## config.mk

```make
export PLATFORM = sky130hd
export DESIGN_NAME = e2u_month
export DESIGN_NICKNAME = d
export VERILOG_FILES = /design/src/rtl/e2u_pkg.sv /design/src/rtl/e2u_month.sv
export SDC_FILE = /design/constraint.sdc
export NUM_CORES = 1
export LEC_CHECK = 0
export ABC_AREA = 1
export BUFFER_PORTS_ARGS = -buffer_cell sky130_fd_sc_hd__clkbuf_2
export CAP_MARGIN = 40
export CELL_PAD_IN_SITES_DETAIL_PLACEMENT = 0
export CELL_PAD_IN_SITES_GLOBAL_PLACEMENT = 2
export CORE_ASPECT_RATIO = 1.4
export CORE_MARGIN = 2
export CORE_UTILIZATION = 28
export DETAILED_ROUTE_END_ITERATION = 12
export PLACE_DENSITY_LB_ADDON = 0.15
export SETUP_SLACK_MARGIN = 0.3
export SLEW_MARGIN = 5
export SYNTH_ARGS = -nofsm -noshare
export SYNTH_HDL_FRONTEND = slang
export SYNTH_SLANG_ARGS = --single-unit
export TNS_END_PERCENT = 20
```

## constraint.sdc

```tcl
create_clock -name vclk -period 9.4
set_input_delay 0.94 -clock vclk [all_inputs]
set_output_delay 0.94 -clock vclk [all_outputs]
set_load 0.005 [all_outputs]
```

## src/rtl/e2u_pkg.sv

```systemverilog
// Package: constants, reciprocals and types for the epoch to UTC date converter.
`default_nettype none

package e2u_pkg;

   // Pipeline depth, input register to result register.
   localparam int unsigned PIPE_STAGES = 8;

   localparam logic [16:0] SECS_PER_DAY    = 17'd86400;
   localparam logic [16:0] LAST_SEC_OF_DAY = 17'd86399;
   localparam logic [21:0] MAX_DAYS        = 22'd2932896;
   // Days from 1 Mar 1 BC to the epoch (719527 - 59); plus two for Gauss's year estimate.
   localparam logic [21:0] MARCH_OFFSET    = 22'd719468;
   localparam logic [21:0] MARCH_OFFSET_P2 = 22'd719470;
   localparam logic [21:0] EPOCH_WEEKDAY   = 22'd4;
   localparam logic [8:0]  MARCH_TO_DEC    = 9'd306;

   // Rounded-up reciprocals; each is exact over the input range it serves.
   localparam longint unsigned RECIP_675_L    = ((64'd1 << 42) + 64'd674) / 64'd675;
   localparam longint unsigned RECIP_146097_L = ((64'd1 << 49) + 64'd146096) / 64'd146097;
   localparam longint unsigned RECIP_3600_L   = ((64'd1 << 29) + 64'd3599) / 64'd3600;
   localparam longint unsigned RECIP_60_L     = ((64'd1 << 20) + 64'd59) / 64'd60;
   localparam longint unsigned RECIP_7_L      = ((64'd1 << 25) + 64'd6) / 64'd7;
   localparam longint unsigned RECIP_100_L    = ((64'd1 << 19) + 64'd99) / 64'd100;

   localparam logic [32:0] RECIP_675    = 33'(RECIP_675_L);
   localparam logic [31:0] RECIP_146097 = 32'(RECIP_146097_L);
   localparam logic [17:0] RECIP_3600   = 18'(RECIP_3600_L);
   localparam logic [14:0] RECIP_60     = 15'(RECIP_60_L);
   localparam logic [22:0] RECIP_7      = 23'(RECIP_7_L);
   localparam logic [12:0] RECIP_100    = 13'(RECIP_100_L);

   typedef struct packed {
      logic [13:0] year;
      logic [3:0]  month;
      logic [4:0]  mday;
   } date_type;

   // First day-of-year (March based) of Gauss month k, i.e. 367*k/12 - 30.
   function automatic logic [8:0] month_base(input logic [3:0] k);
      logic [8:0] base;
      unique case (k)
         4'd1:    base = 9'd0;
         4'd2:    base = 9'd31;
         4'd3:    base = 9'd61;
         4'd4:    base = 9'd92;
         4'd5:    base = 9'd122;
         4'd6:    base = 9'd153;
         4'd7:    base = 9'd184;
         4'd8:    base = 9'd214;
         4'd9:    base = 9'd245;
         4'd10:   base = 9'd275;
         4'd11:   base = 9'd306;
         4'd12:   base = 9'd337;
         default: base = 9'd0;
      endcase
      return base;
   endfunction

endpackage

`default_nettype wire

```

## src/rtl/e2u_month.sv

```systemverilog
// Month, day of month and calendar year from a March-based day-of-year.
`default_nettype none

module e2u_month
   import e2u_pkg::*;
(
   input  wire logic [8:0]  yday,
   input  wire logic [13:0] march_year,
   output date_type         date
);

   logic [3:0] cnt;
   logic [8:0] base;
   logic [8:0] mday_full;

   // Month index is one plus the number of month starts passed.
   always_comb begin
      cnt = 4'd1;
      for (int k = 2; k <= 12; k++) begin
         if (yday >= month_base(4'(k))) begin
            cnt = cnt + 4'd1;
         end
      end
   end

   assign base      = month_base(cnt);
   assign mday_full = yday - base + 9'd1;

   always_comb begin
      date.mday = mday_full[4:0];
      if (yday >= MARCH_TO_DEC) begin
         // January and February belong to the next calendar year.
         date.year  = march_year + 14'd1;
         date.month = cnt - 4'd10;
      end else begin
         date.year  = march_year;
         date.month = cnt + 4'd2;
      end
   end

endmodule

`default_nettype wire

```

==> reports/qor_table.md, run 1 <==
| Quantity | Reported |
|:---|:---|
| Critical Path Source Type | input port |
| Status | finished clean |
| Seq_cells | 0 |
| Sequential cell area fraction in the yosys report | 0% |
| Placeable core region | 6254 µm² |
| Worst setup EP type | output pin |
| CP Max Fanout | 5 |
| Critical Path AT | 7.74 ns |
| Aggregate global routing overflow | 0 |
| Clock share of power | 0% |
| Peak supply drop | 0.09009 mV |
| Number of antenna violations at the first check in global routing | 0 |
| Avg Vias per Cell | 4.651 |
| Flip-flop and latch area | 0 µm² |
| Proportion of layout cells with a drive suffix above 1 | 35.96% |
| Max-cap viol count | 0 |
| DIE WIDTH | 72.03 µm |
| First-pass GRT wire length | 8.362 mm |
| Placed instance count | 439 |
| Number of diodes added for antenna fixing | 0 |
| Clk_buf instances | 0 |
| Number of primary I/O pins | 46 |
| Overall die area | 7148 µm² |
| Synth-to-Final Area Change | 31.38% |
| Final critical-path required period | 8.681 ns |
| Global router's overall resource usage | 13.70% |
| # rows | 34 |
| Slowest CP cell | fa_1 |
| Critical setup path kind | input port to output pin |
| Warning count from the yosys run | 0 |
| Final Hold Vio Count | 0 |
| Final worst-path cycle share | 92.35% |
| Proportion of power drawn by flip-flops and latches | 0% |
| Xor and xnor fraction of the mapped netlist area | 8.207% |
| Adder-cell share of the synthesized area | 17.79% |
| Synthesized netlist net count | 367 |
| Most common library cell in the layout ignoring fill and taps | nand2_1 |
| Initial DRT Pass Iterations | 4 |
| Height of the die | 99.24 µm |
| Via count of the first global-routing pass | 1,975 |
| Final setup vio count | 0 |
| Area fraction in and, or, nand and nor cells after synthesis | 53.79% |
| Maximum number of pins on one net before global-route repair | 10 |
| Area of the mapped netlist | 1814 µm² |
| Weighted congestion reported at the end of routability-driven placement | 0.7441 |
| Port Buffers | 46 |
| Post-synthesis mux area share | 0% |
| Setup TNS Final | 0 ns |
| Number of hold-repair buffers added at the cts stage | 0 |
| Wirelength, routed | 4.786 mm |
| Post-DRT Antenna Nets | 0 |
| Commonest cells after routing, fill and taps aside | nand2_1 (65), inv_1 (50), clkbuf_2 (42) |
| Unrepaired setup endpoints after global routing | no |
| Total power | 0.0004213 W |
| Main combinational cell family by area after synthesis | simple AND/OR/NAND/NOR gates |
| Via count | 2,107 |
| Layout net count | 430 |
| Leak pwr | 1.346 nW |
| Non-filler instance count after layout | 453 |
| Post-detailed-placement half-perimeter wirelength | 4.179 mm |
| Transition time at the pin with the least slew margin | 0.5555 ns |
| Hold path depth | 3 |
| Routed len/inst | 10.57 µm |
| Relative max-transition margin | 62.63% |
| Finished Core Util | 38.12% |
| Maximum clock rate | 115.2 MHz |
| DRC violations left | 0 |
| Combinational share of power | 100.0% |
| Initial cell density of the core | 29.01% |
| Max-slew violations | 0 |
| Largest stage delay, worst path | 0.59 ns |
| Complex-gate fraction of the synthesized area | 6.828% |
| Critical path required time | 8.46 ns |
| Synthesized area divided by synthesized cell count | 5.670 µm² |
| Syn Inst Count | 320 |
| Starting DRC count in detailed routing | 39 |
| Net switching fraction of the power | 56.18% |
| Power per unit of standard cell area | 176.8 nW/µm² |
| Path type of the worst min-delay path | input port to output pin |
| Number of distinct library cells after synthesis | 34 |
| Sw power | 0.0002367 W |
| Internal power | 0.0001846 W |
-- cells by family (layout without fill, tap and decap cells) --
family | after synthesis | in the layout
AO/OA/AOI/OAI | 20 | 20
XOR/XNOR | 17 | 17
adder cells (fa/ha/maj) | 24 | 24
buffers and inverters | 61 | 122
AND/OR/NAND/NOR | 198 | 198
-- critical path, delay by kind of cell --
family	cells	cell delay (ns)
adders and majority gates	12	3.58
and+or+nand+nor	19	2.18
buffers and inverters	10	0.67
AOI/OAI and AO/OA	3	0.35
-- repair_timing --
action	4_1_cts	5_1_grt
resized for setup	6	35
endpoints found under the setup margin	3	4
pin swaps	2	11
setup buffers	1	13
-- layout make-up --
| class | instances | area, µm² |
|---|---|---|
| fillers | 714 | 3870 |
| inverters | 59 | 231.5 |
| multi-input cells | 259 | 1704 |
| well taps | 72 | 90.09 |
| repair buffers | 63 | 357.8 |
-- per-layer routing --
layer	up-vias	part of all wire, %	track usage, %
met5	-	0	0
met4	0	0	0
met3	0	2.1	0
met2	25	56	27.64
met1	931	42	16.90
li1	1151	-	-
-- power groups by stage --
stage | Sequential [W] | Clock, W | Combinational (W)
2_1_floorplan | 0 | 0 | 0.000281
3_3_place_gp | 0 | 0 | 0.000396
3_5_place_dp | 0 | 0 | 0.000398
4_1_cts | 0 | 0 | 0.000403
5_1_grt | 0 | 0 | 0.000493
6_report | 0 | 0 | 0.000421
-- worst paths after layout --
kind	startpoint	endpoint	slack (ns)
worst max-delay path	yday[8]	date[2]	0.72
worst min-delay path	march_year[13]	date[22]	2.13
-- per-stage QoR --
step | hold slack (ns) | setup WS [ns] | instance area (µm²)
finish | 2.127 | 0.7189 | 2384
global route | 2.147 | 0.2567 | 2384
CTS | 2.131 | 0.3063 | 2168
detailed placement | 2.131 | 0.1428 | 2138
global placement | 2.128 | 0.2388 | 2138
floorplan | 1.935 | 0.8734 | 1814
-- cell usage after synthesis, drive strengths merged --
cell	n	area (µm²)
a41oi	1	8.760
o2111ai	1	8.760
nand3	48	275.3
a21oi	5	25.02
nand2	100	452.9
ha	21	262.8
a21boi	1	7.510
nor2	31	128.9
fa	3	60.06
nand3b	3	22.52
or2	4	25.03
buf	2	18.77
o21ai	7	35.03
nor4	1	6.260
inv	59	224.0
xor2	8	70.07
xnor2	9	78.83
o22ai	1	6.260
a31oi	3	25.02
nor3	3	15.01
o211ai	1	7.510
nand4	7	43.79
and2	1	6.260
(Power assumes the default switching activity.)
==> run 2: changes to the inputs <==
Settings changed: ABC_AREA 1 to not set, CORE_UTILIZATION 28 to 32.
==> run 2 against run 1 <==
Synthesized area fell by 4.3%. Sequential cell count did not move. Non-clock buffer count rose by 30. Critical path depth fell by 2. Clock-buffer cell count did not move. Highest routed layer unchanged.
==> reports/qor_table.md, run 2 <==
| Quantity | Reported | Delta |
|:---|:---|:---|
| Commonest cells after routing, fill and taps aside | buf_4 (45), clkbuf_2 (44), xnor2_1 (20) |  |
| Max-slew violations | 0 | unchanged |
| Maximum number of pins on one net before global-route repair | 15 | +5 |
| Wirelength, routed | 4.703 mm | -1.7% |
| Relative max-transition margin | 44.76% | -18 points |
| DIE WIDTH | 66.26 µm | -8.0% |
| Proportion of netlist area held by the largest area contributor | 15.13% | -0.39 points |
| Unrepaired setup endpoints after global routing | yes |  |
| Slowest CP cell | fa_1 |  |
| Power per unit of standard cell area | 297.5 nW/µm² | +68% |
| Height of the die | 91.17 µm | -8.1% |
| Layout net count | 352 | -18% |
| Post-detailed-placement half-perimeter wirelength | 3.579 mm | -14% |
| Clk_buf instances | 0 | unchanged |
| Critical Path Source Type | input port |  |
| CP Max Fanout | 5 | unchanged |
| Routed len/inst | 12.75 µm | +21% |
| Cell accounting for the most synthesized area | ha_1 |  |
| Number of antenna violations at the first check in global routing | 0 | unchanged |
| Final Hold Vio Count | 0 | unchanged |
| Worst setup EP type | output pin |  |
| Area of the mapped netlist | 1737 µm² | -4.3% |
| Most frequent cell on the critical path | ha_4 |  |
| Final critical-path required period | 8.915 ns | +0.2335 ns |
| Syn Inst Count | 223 | -30% |
| Most common library cell in the layout ignoring fill and taps | buf_4 |  |
| Transition time at the pin with the least slew margin | 0.8199 ns | +0.2644 ns |
| Synthesized netlist net count | 270 | -26% |
| Worst setup path startpoint | yday[0] |  |
| Top area cells in the synthesized netlist | ha_1 (15%), xnor2_1 (11%), inv_1 (4.5%) |  |
| Avg Vias per Cell | 5.220 | +12% |
| DRC violations left | 0 | unchanged |
| Port Buffers | 46 | unchanged |
| Largest stage delay, worst path | 0.56 ns | -0.03 ns |
| Global Route met2 Usage | 28.08% | +0.45 points |
| Starting DRC count in detailed routing | 73 | +87% |
| Sequential cell area fraction in the yosys report | 0% | unchanged |
| Seq_cells | 0 | unchanged |
| First-pass GRT wire length | 7.721 mm | -7.7% |
| Initial DRT Pass Iterations | 4 | unchanged |
| Synthesized area divided by synthesized cell count | 7.788 µm² | +37% |
| Area used by multi-input combinational logic | 1856 µm² | +8.9% |
| Critical path required time | 8.46 ns | about the same |
| Most crowded layer after global routing | met2 |  |
| Via count of the first global-routing pass | 1,820 | -7.8% |
| Maximum clock rate | 112.2 MHz | -2.6% |
| Flip-flop and latch area | 0 µm² | unchanged |
| Number of fillers in the final layout | 571 | -20% |
| Total power | 0.0007776 W | +85% |
| Initial cell density of the core | 33.41% | +4.4 points |
| Status | finished clean |  |
| Met1 global-route usage | 19.86% | +3.0 points |
| Most numerous cell types in the synthesized netlist | ha_1 (21), inv_1 (21), xnor2_1 (21), nand2_1 (20) |  |
| Proportion of layout cells with a drive suffix above 1 | 48.18% | +12 points |
| Synth-to-Final Area Change | 50.50% |  |
| Final worst-path cycle share | 94.84% | +2.5 points |
| Global router's overall resource usage | 14.96% | +1.3 points |
| Final setup vio count | 0 | unchanged |
| Weighted congestion reported at the end of routability-driven placement | 0.7353 | -1.2% |
| Peak supply drop | 0.3100 mV | +240% |
| Crit path capture | date[4] |  |
| Overall die area | 6041 µm² | -15% |
| Finished Core Util | 50.29% | +12 points |
| Placeable core region | 5197 µm² | -17% |
| Aggregate global routing overflow | 0 | unchanged |
| Number of hold-repair buffers added at the cts stage | 0 | unchanged |
| Via count | 1,926 | -8.6% |
| Path type of the worst min-delay path | input port to output pin |  |
| Leak pwr | 1.201 nW | -11% |
| Critical setup path kind | input port to output pin |  |
| Critical Path AT | 7.97 ns | +0.23 ns |
| Max-cap viol count | 0 | unchanged |
| Global-route met3 utilization | 0.2478% | +0.25 points |
| # rows | 31 | -8.8% |
| Number of diodes added for antenna fixing | 0 | unchanged |
| Post-DRT Antenna Nets | 0 | unchanged |
| Number of primary I/O pins | 46 | unchanged |
| Number of distinct library cells after synthesis | 62 | +82% |
| Warning count from the yosys run | 0 | unchanged |
[run 2: changes by cell type after synthesis, sizes merged, moves of 9 or more]
cell,previous run,this run
nand2,100,20
inv,59,21
nand3,48,11
nor2,31,10
xnor2,9,22
buf,2,11
[run 2: kinds of logic after synthesis]
| kind of cell | synth area share, % |
|---|---|
| simple gates | 20.75 |
| compound gates | 26.87 |
| buf+inv | 9.221 |
| xor+xnor | 20.61 |
| fa+ha+maj | 18.59 |
| mux | 3.962 |
[run 2: layout make-up]
cell class | count | area share (%)
multi-input cells | 189 | 70.99
well taps | 66 | 3.159
inverters | 21 | 3.016
repair buffers | 93 | 22.83
[run 2: how the worst min path moves through the flow]
stage                        start  depth (start not counted)       end  slack, ns
floorplan            march_year[9]                          1  date[18]       1.94
global placement    march_year[13]                          3  date[22]       2.13
detailed placement  march_year[13]                          3  date[22]       2.13
CTS                 march_year[13]                          3  date[22]       2.13
global route        march_year[13]                          3  date[22]       2.14
finish              march_year[13]                          3  date[22]       2.13
[run 2: critical path: cells and delay by family]
kind	cells	cell delay (ns)
adder cells (fa/ha/maj)	10	2.84
AO/OA/AOI/OAI	9	1.49
AND/OR/NAND/NOR	11	1.20
buffers and inverters	7	0.63
XOR/XNOR	4	0.56
multiplexers	1	0.29
[run 2: per-stage QoR]
step                worst slack, ns  instance area (µm²)  hold slack, ns  instances  TNS [ns]
finish                       0.4854                 2614           2.128        369         0
global route                 0.1879                 2614           2.145        369         0
CTS                          0.3006                 2295           2.131        358         0
floorplan                    0.3124                 1737           1.935        223         0
detailed placement         -0.08152                 2193           2.132        352  -0.08677
global placement           -0.07981                 2193           2.131        352  -0.07981
[run 2: repair_timing]
action,in CTS,in global routing
setup endpoints to repair,3,3
buffers inserted,6,11
gates resized for setup,14,48
cloned,0,0
pin swaps,11,29
[run 2: layer usage]
metal	routed length, µm	vias up
met4	0	0
met3	92	0
met2	2463	24
met5	0	-
li1	-	992
met1	2146	910
[run 2: where the power goes]
group / total, W / leakage [nW] / internal, W / switching, W
Sequential: 0 / 0 / 0 / 0
Clock: 0 / 0 / 0 / 0
Combinational: 0.000778 / 1.20 / 0.000428 / 0.000350
Total: 0.000778 / 1.20 / 0.000428 / 0.000350
==> run 3: changes to the inputs <==
Settings changed: ABC_AREA set to 1, BUFFER_PORTS_ARGS -buffer_cell sky130_fd_sc_hd__clkbuf_2 to -buffer_cell sky130_fd_sc_hd__buf_2, CORE_UTILIZATION 32 to 28.
==> run 3 against run 2 <==
Global-route usage fell by 1.8 points. Power down 46%. Wire length is 0.15% higher. Die area is 18% higher. Highest routed layer unchanged. Worst hold slack better by 0.0095 ns. Core utilization decreased by 12 points. First-iteration DRC count down 41%. Setup slack better by 0.30 ns. Cell count increased by 21%. Sequential share of layout area is the same. Fmax is 3.4% higher. Sequential cell count is the same.
==> reports/qor_table.md, run 3 (same netlist as run 1, synthesis figures left out) <==
| Quantity | Reported | Delta |
|:---|:---|:---|
| Peak supply drop | 0.08592 mV | -72% |
| Max-cap viol count | 0 | unchanged |
| Post-DRT Antenna Nets | 0 | unchanged |
| Initial DRT Pass Iterations | 4 | unchanged |
| Proportion of layout cells with a drive suffix above 1 | 36.27% | -12 points |
| Path type of the worst min-delay path | input port to output pin |  |
| Synth-to-Final Area Change | 31.66% |  |
| Leak pwr | 1.313 nW | +9.3% |
| Placeable core region | 6254 µm² | +20% |
| Via count of the first global-routing pass | 1,904 | +4.6% |
| Wirelength, routed | 4.710 mm | +0.15% |
| Number of primary I/O pins | 46 | unchanged |
| Power per unit of standard cell area | 177.2 nW/µm² | -40% |
| Initial cell density of the core | 29.01% | -4.4 points |
| Routed met1 length | 2.007 mm | -6.5% |
| Most common library cell in the layout ignoring fill and taps | nand2_1 |  |
| Maximum clock rate | 116.0 MHz | +3.4% |
| Seq_cells | 0 | unchanged |
| First-pass GRT wire length | 8.024 mm | +3.9% |
| Number of antenna violations at the first check in global routing | 0 | unchanged |
| Final Hold Vio Count | 0 | unchanged |
| Number of diodes added for antenna fixing | 0 | unchanged |
| Slowest CP cell | fa_1 |  |
| Unrepaired setup endpoints after global routing | no |  |
| Max-slew violations | 0 | unchanged |
| Post-detailed-placement half-perimeter wirelength | 4.123 mm | +15% |
| Highest signal layer in the routed design | met3 |  |
| Starting DRC count in detailed routing | 43 | -41% |
| Clk_buf instances | 0 | unchanged |
| Transition time at the pin with the least slew margin | 0.5448 ns | -0.2751 ns |
| Layout net count | 424 | +20% |
| Commonest cells after routing, fill and taps aside | nand2_1 (63), inv_1 (50), buf_2 (43) |  |
| Largest stage delay, worst path | 0.60 ns | +0.04 ns |
| Global router's overall resource usage | 13.14% | -1.8 points |
| Worst setup EP type | output pin |  |
| Relative max-transition margin | 63.34% | +19 points |
| Critical Path Source Type | input port |  |
| Weighted congestion reported at the end of routability-driven placement | 0.7793 | +6.0% |
| CP Max Fanout | 5 | unchanged |
| Port Buffers | 46 | unchanged |
| Final worst-path cycle share | 91.69% | -3.1 points |
| Status | finished clean |  |
| Final critical-path required period | 8.619 ns | -0.2954 ns |
| Via count | 2,076 | +7.8% |
| Finished Core Util | 38.20% | -12 points |
| Critical setup path kind | input port to output pin |  |
| DRC violations left | 0 | unchanged |
| Most frequent cell on the critical path | nand2_2 |  |
| Final setup vio count | 0 | unchanged |
| Maximum number of pins on one net before global-route repair | 10 | -5 |
| Setup TNS Final | 0 ns | unchanged |
| Amount of wire on met2 after detailed routing | 2.594 mm | +5.3% |
| Routed len/inst | 10.54 µm | -17% |
| Overall die area | 7148 µm² | +18% |
| Critical path required time | 8.46 ns | about the same |
| Flip-flop and latch area | 0 µm² | unchanged |
| DR WL met3 | 108 µm | +17% |
| Avg Vias per Cell | 4.644 | -11% |
| Height of the die | 99.24 µm | +8.9% |
| Critical Path AT | 7.68 ns | -0.29 ns |
| Number of hold-repair buffers added at the cts stage | 0 | unchanged |
| # rows | 34 | +9.7% |
| Aggregate global routing overflow | 0 | unchanged |
| DIE WIDTH | 72.03 µm | +8.7% |
[run 3: cell count changes in the layout (fill, tap and decap cells not counted), sizes merged, moves of 13 or more]
cell | previous run | this run
nand2 | 20 | 100
nand3 | 11 | 48
nor2 | 10 | 31
inv | 21 | 59
clkbuf | 44 | 3
xnor2 | 22 | 9
[run 3: metrics by stage]
step / hold WS (ns) / worst slack (ns) / instances / power [W] / area (µm²)
floorplan: 1.935 / 0.8734 / 320 / 0.0002807 / 1814
global placement: 2.137 / 0.2350 / 437 / 0.0003926 / 2123
detailed placement: 2.143 / 0.1281 / 437 / 0.0003920 / 2123
CTS: 2.144 / 0.3123 / 438 / 0.0003963 / 2156
global route: 2.166 / 0.3134 / 447 / 0.0005004 / 2389
finish: 2.137 / 0.7808 / 447 / 0.0004233 / 2389
[run 3: where the power goes]
part	internal, W	switching (W)
sequential	0	0
clock	0	0
combinational	0.000186	0.000237
[run 3: final timing paths]
| path | cells past startpoint | endpoint | from |
|---|---|---|---|
| max | 44 | date[2] | yday[8] |
| min | 3 | date[22] | march_year[13] |
[run 3: repair_timing]
action / CTS / global route
setup endpoints to repair: 3 / 4
gates resized for setup: 7 / 40
pin swaps: 2 / 9
buffers inserted: 1 / 9
gates cloned: 0 / 0
[run 3: layer usage]
| metal | global-route usage, % | up-vias |
|---|---|---|
| li1 | - | 1135 |
| met3 | 0 | 0 |
| met4 | 0 | 0 |
| met2 | 26.71 | 25 |
| met1 | 16.03 | 916 |
| met5 | 0 | - |
[run 3: worst max-delay path, delay by kind of cell]
family / cells / cell delay [ns]
compound gates: 3 / 0.38
buf+inv: 10 / 0.71
simple gates: 19 / 2.12
fa+ha+maj: 12 / 3.51
[run 3: area by class of cell]
class / count / area, µm²
fillers: 729 / 3865
inverters: 59 / 231.5
multi-input cells: 259 / 1747
well taps: 72 / 90.09
repair buffers: 57 / 320.3
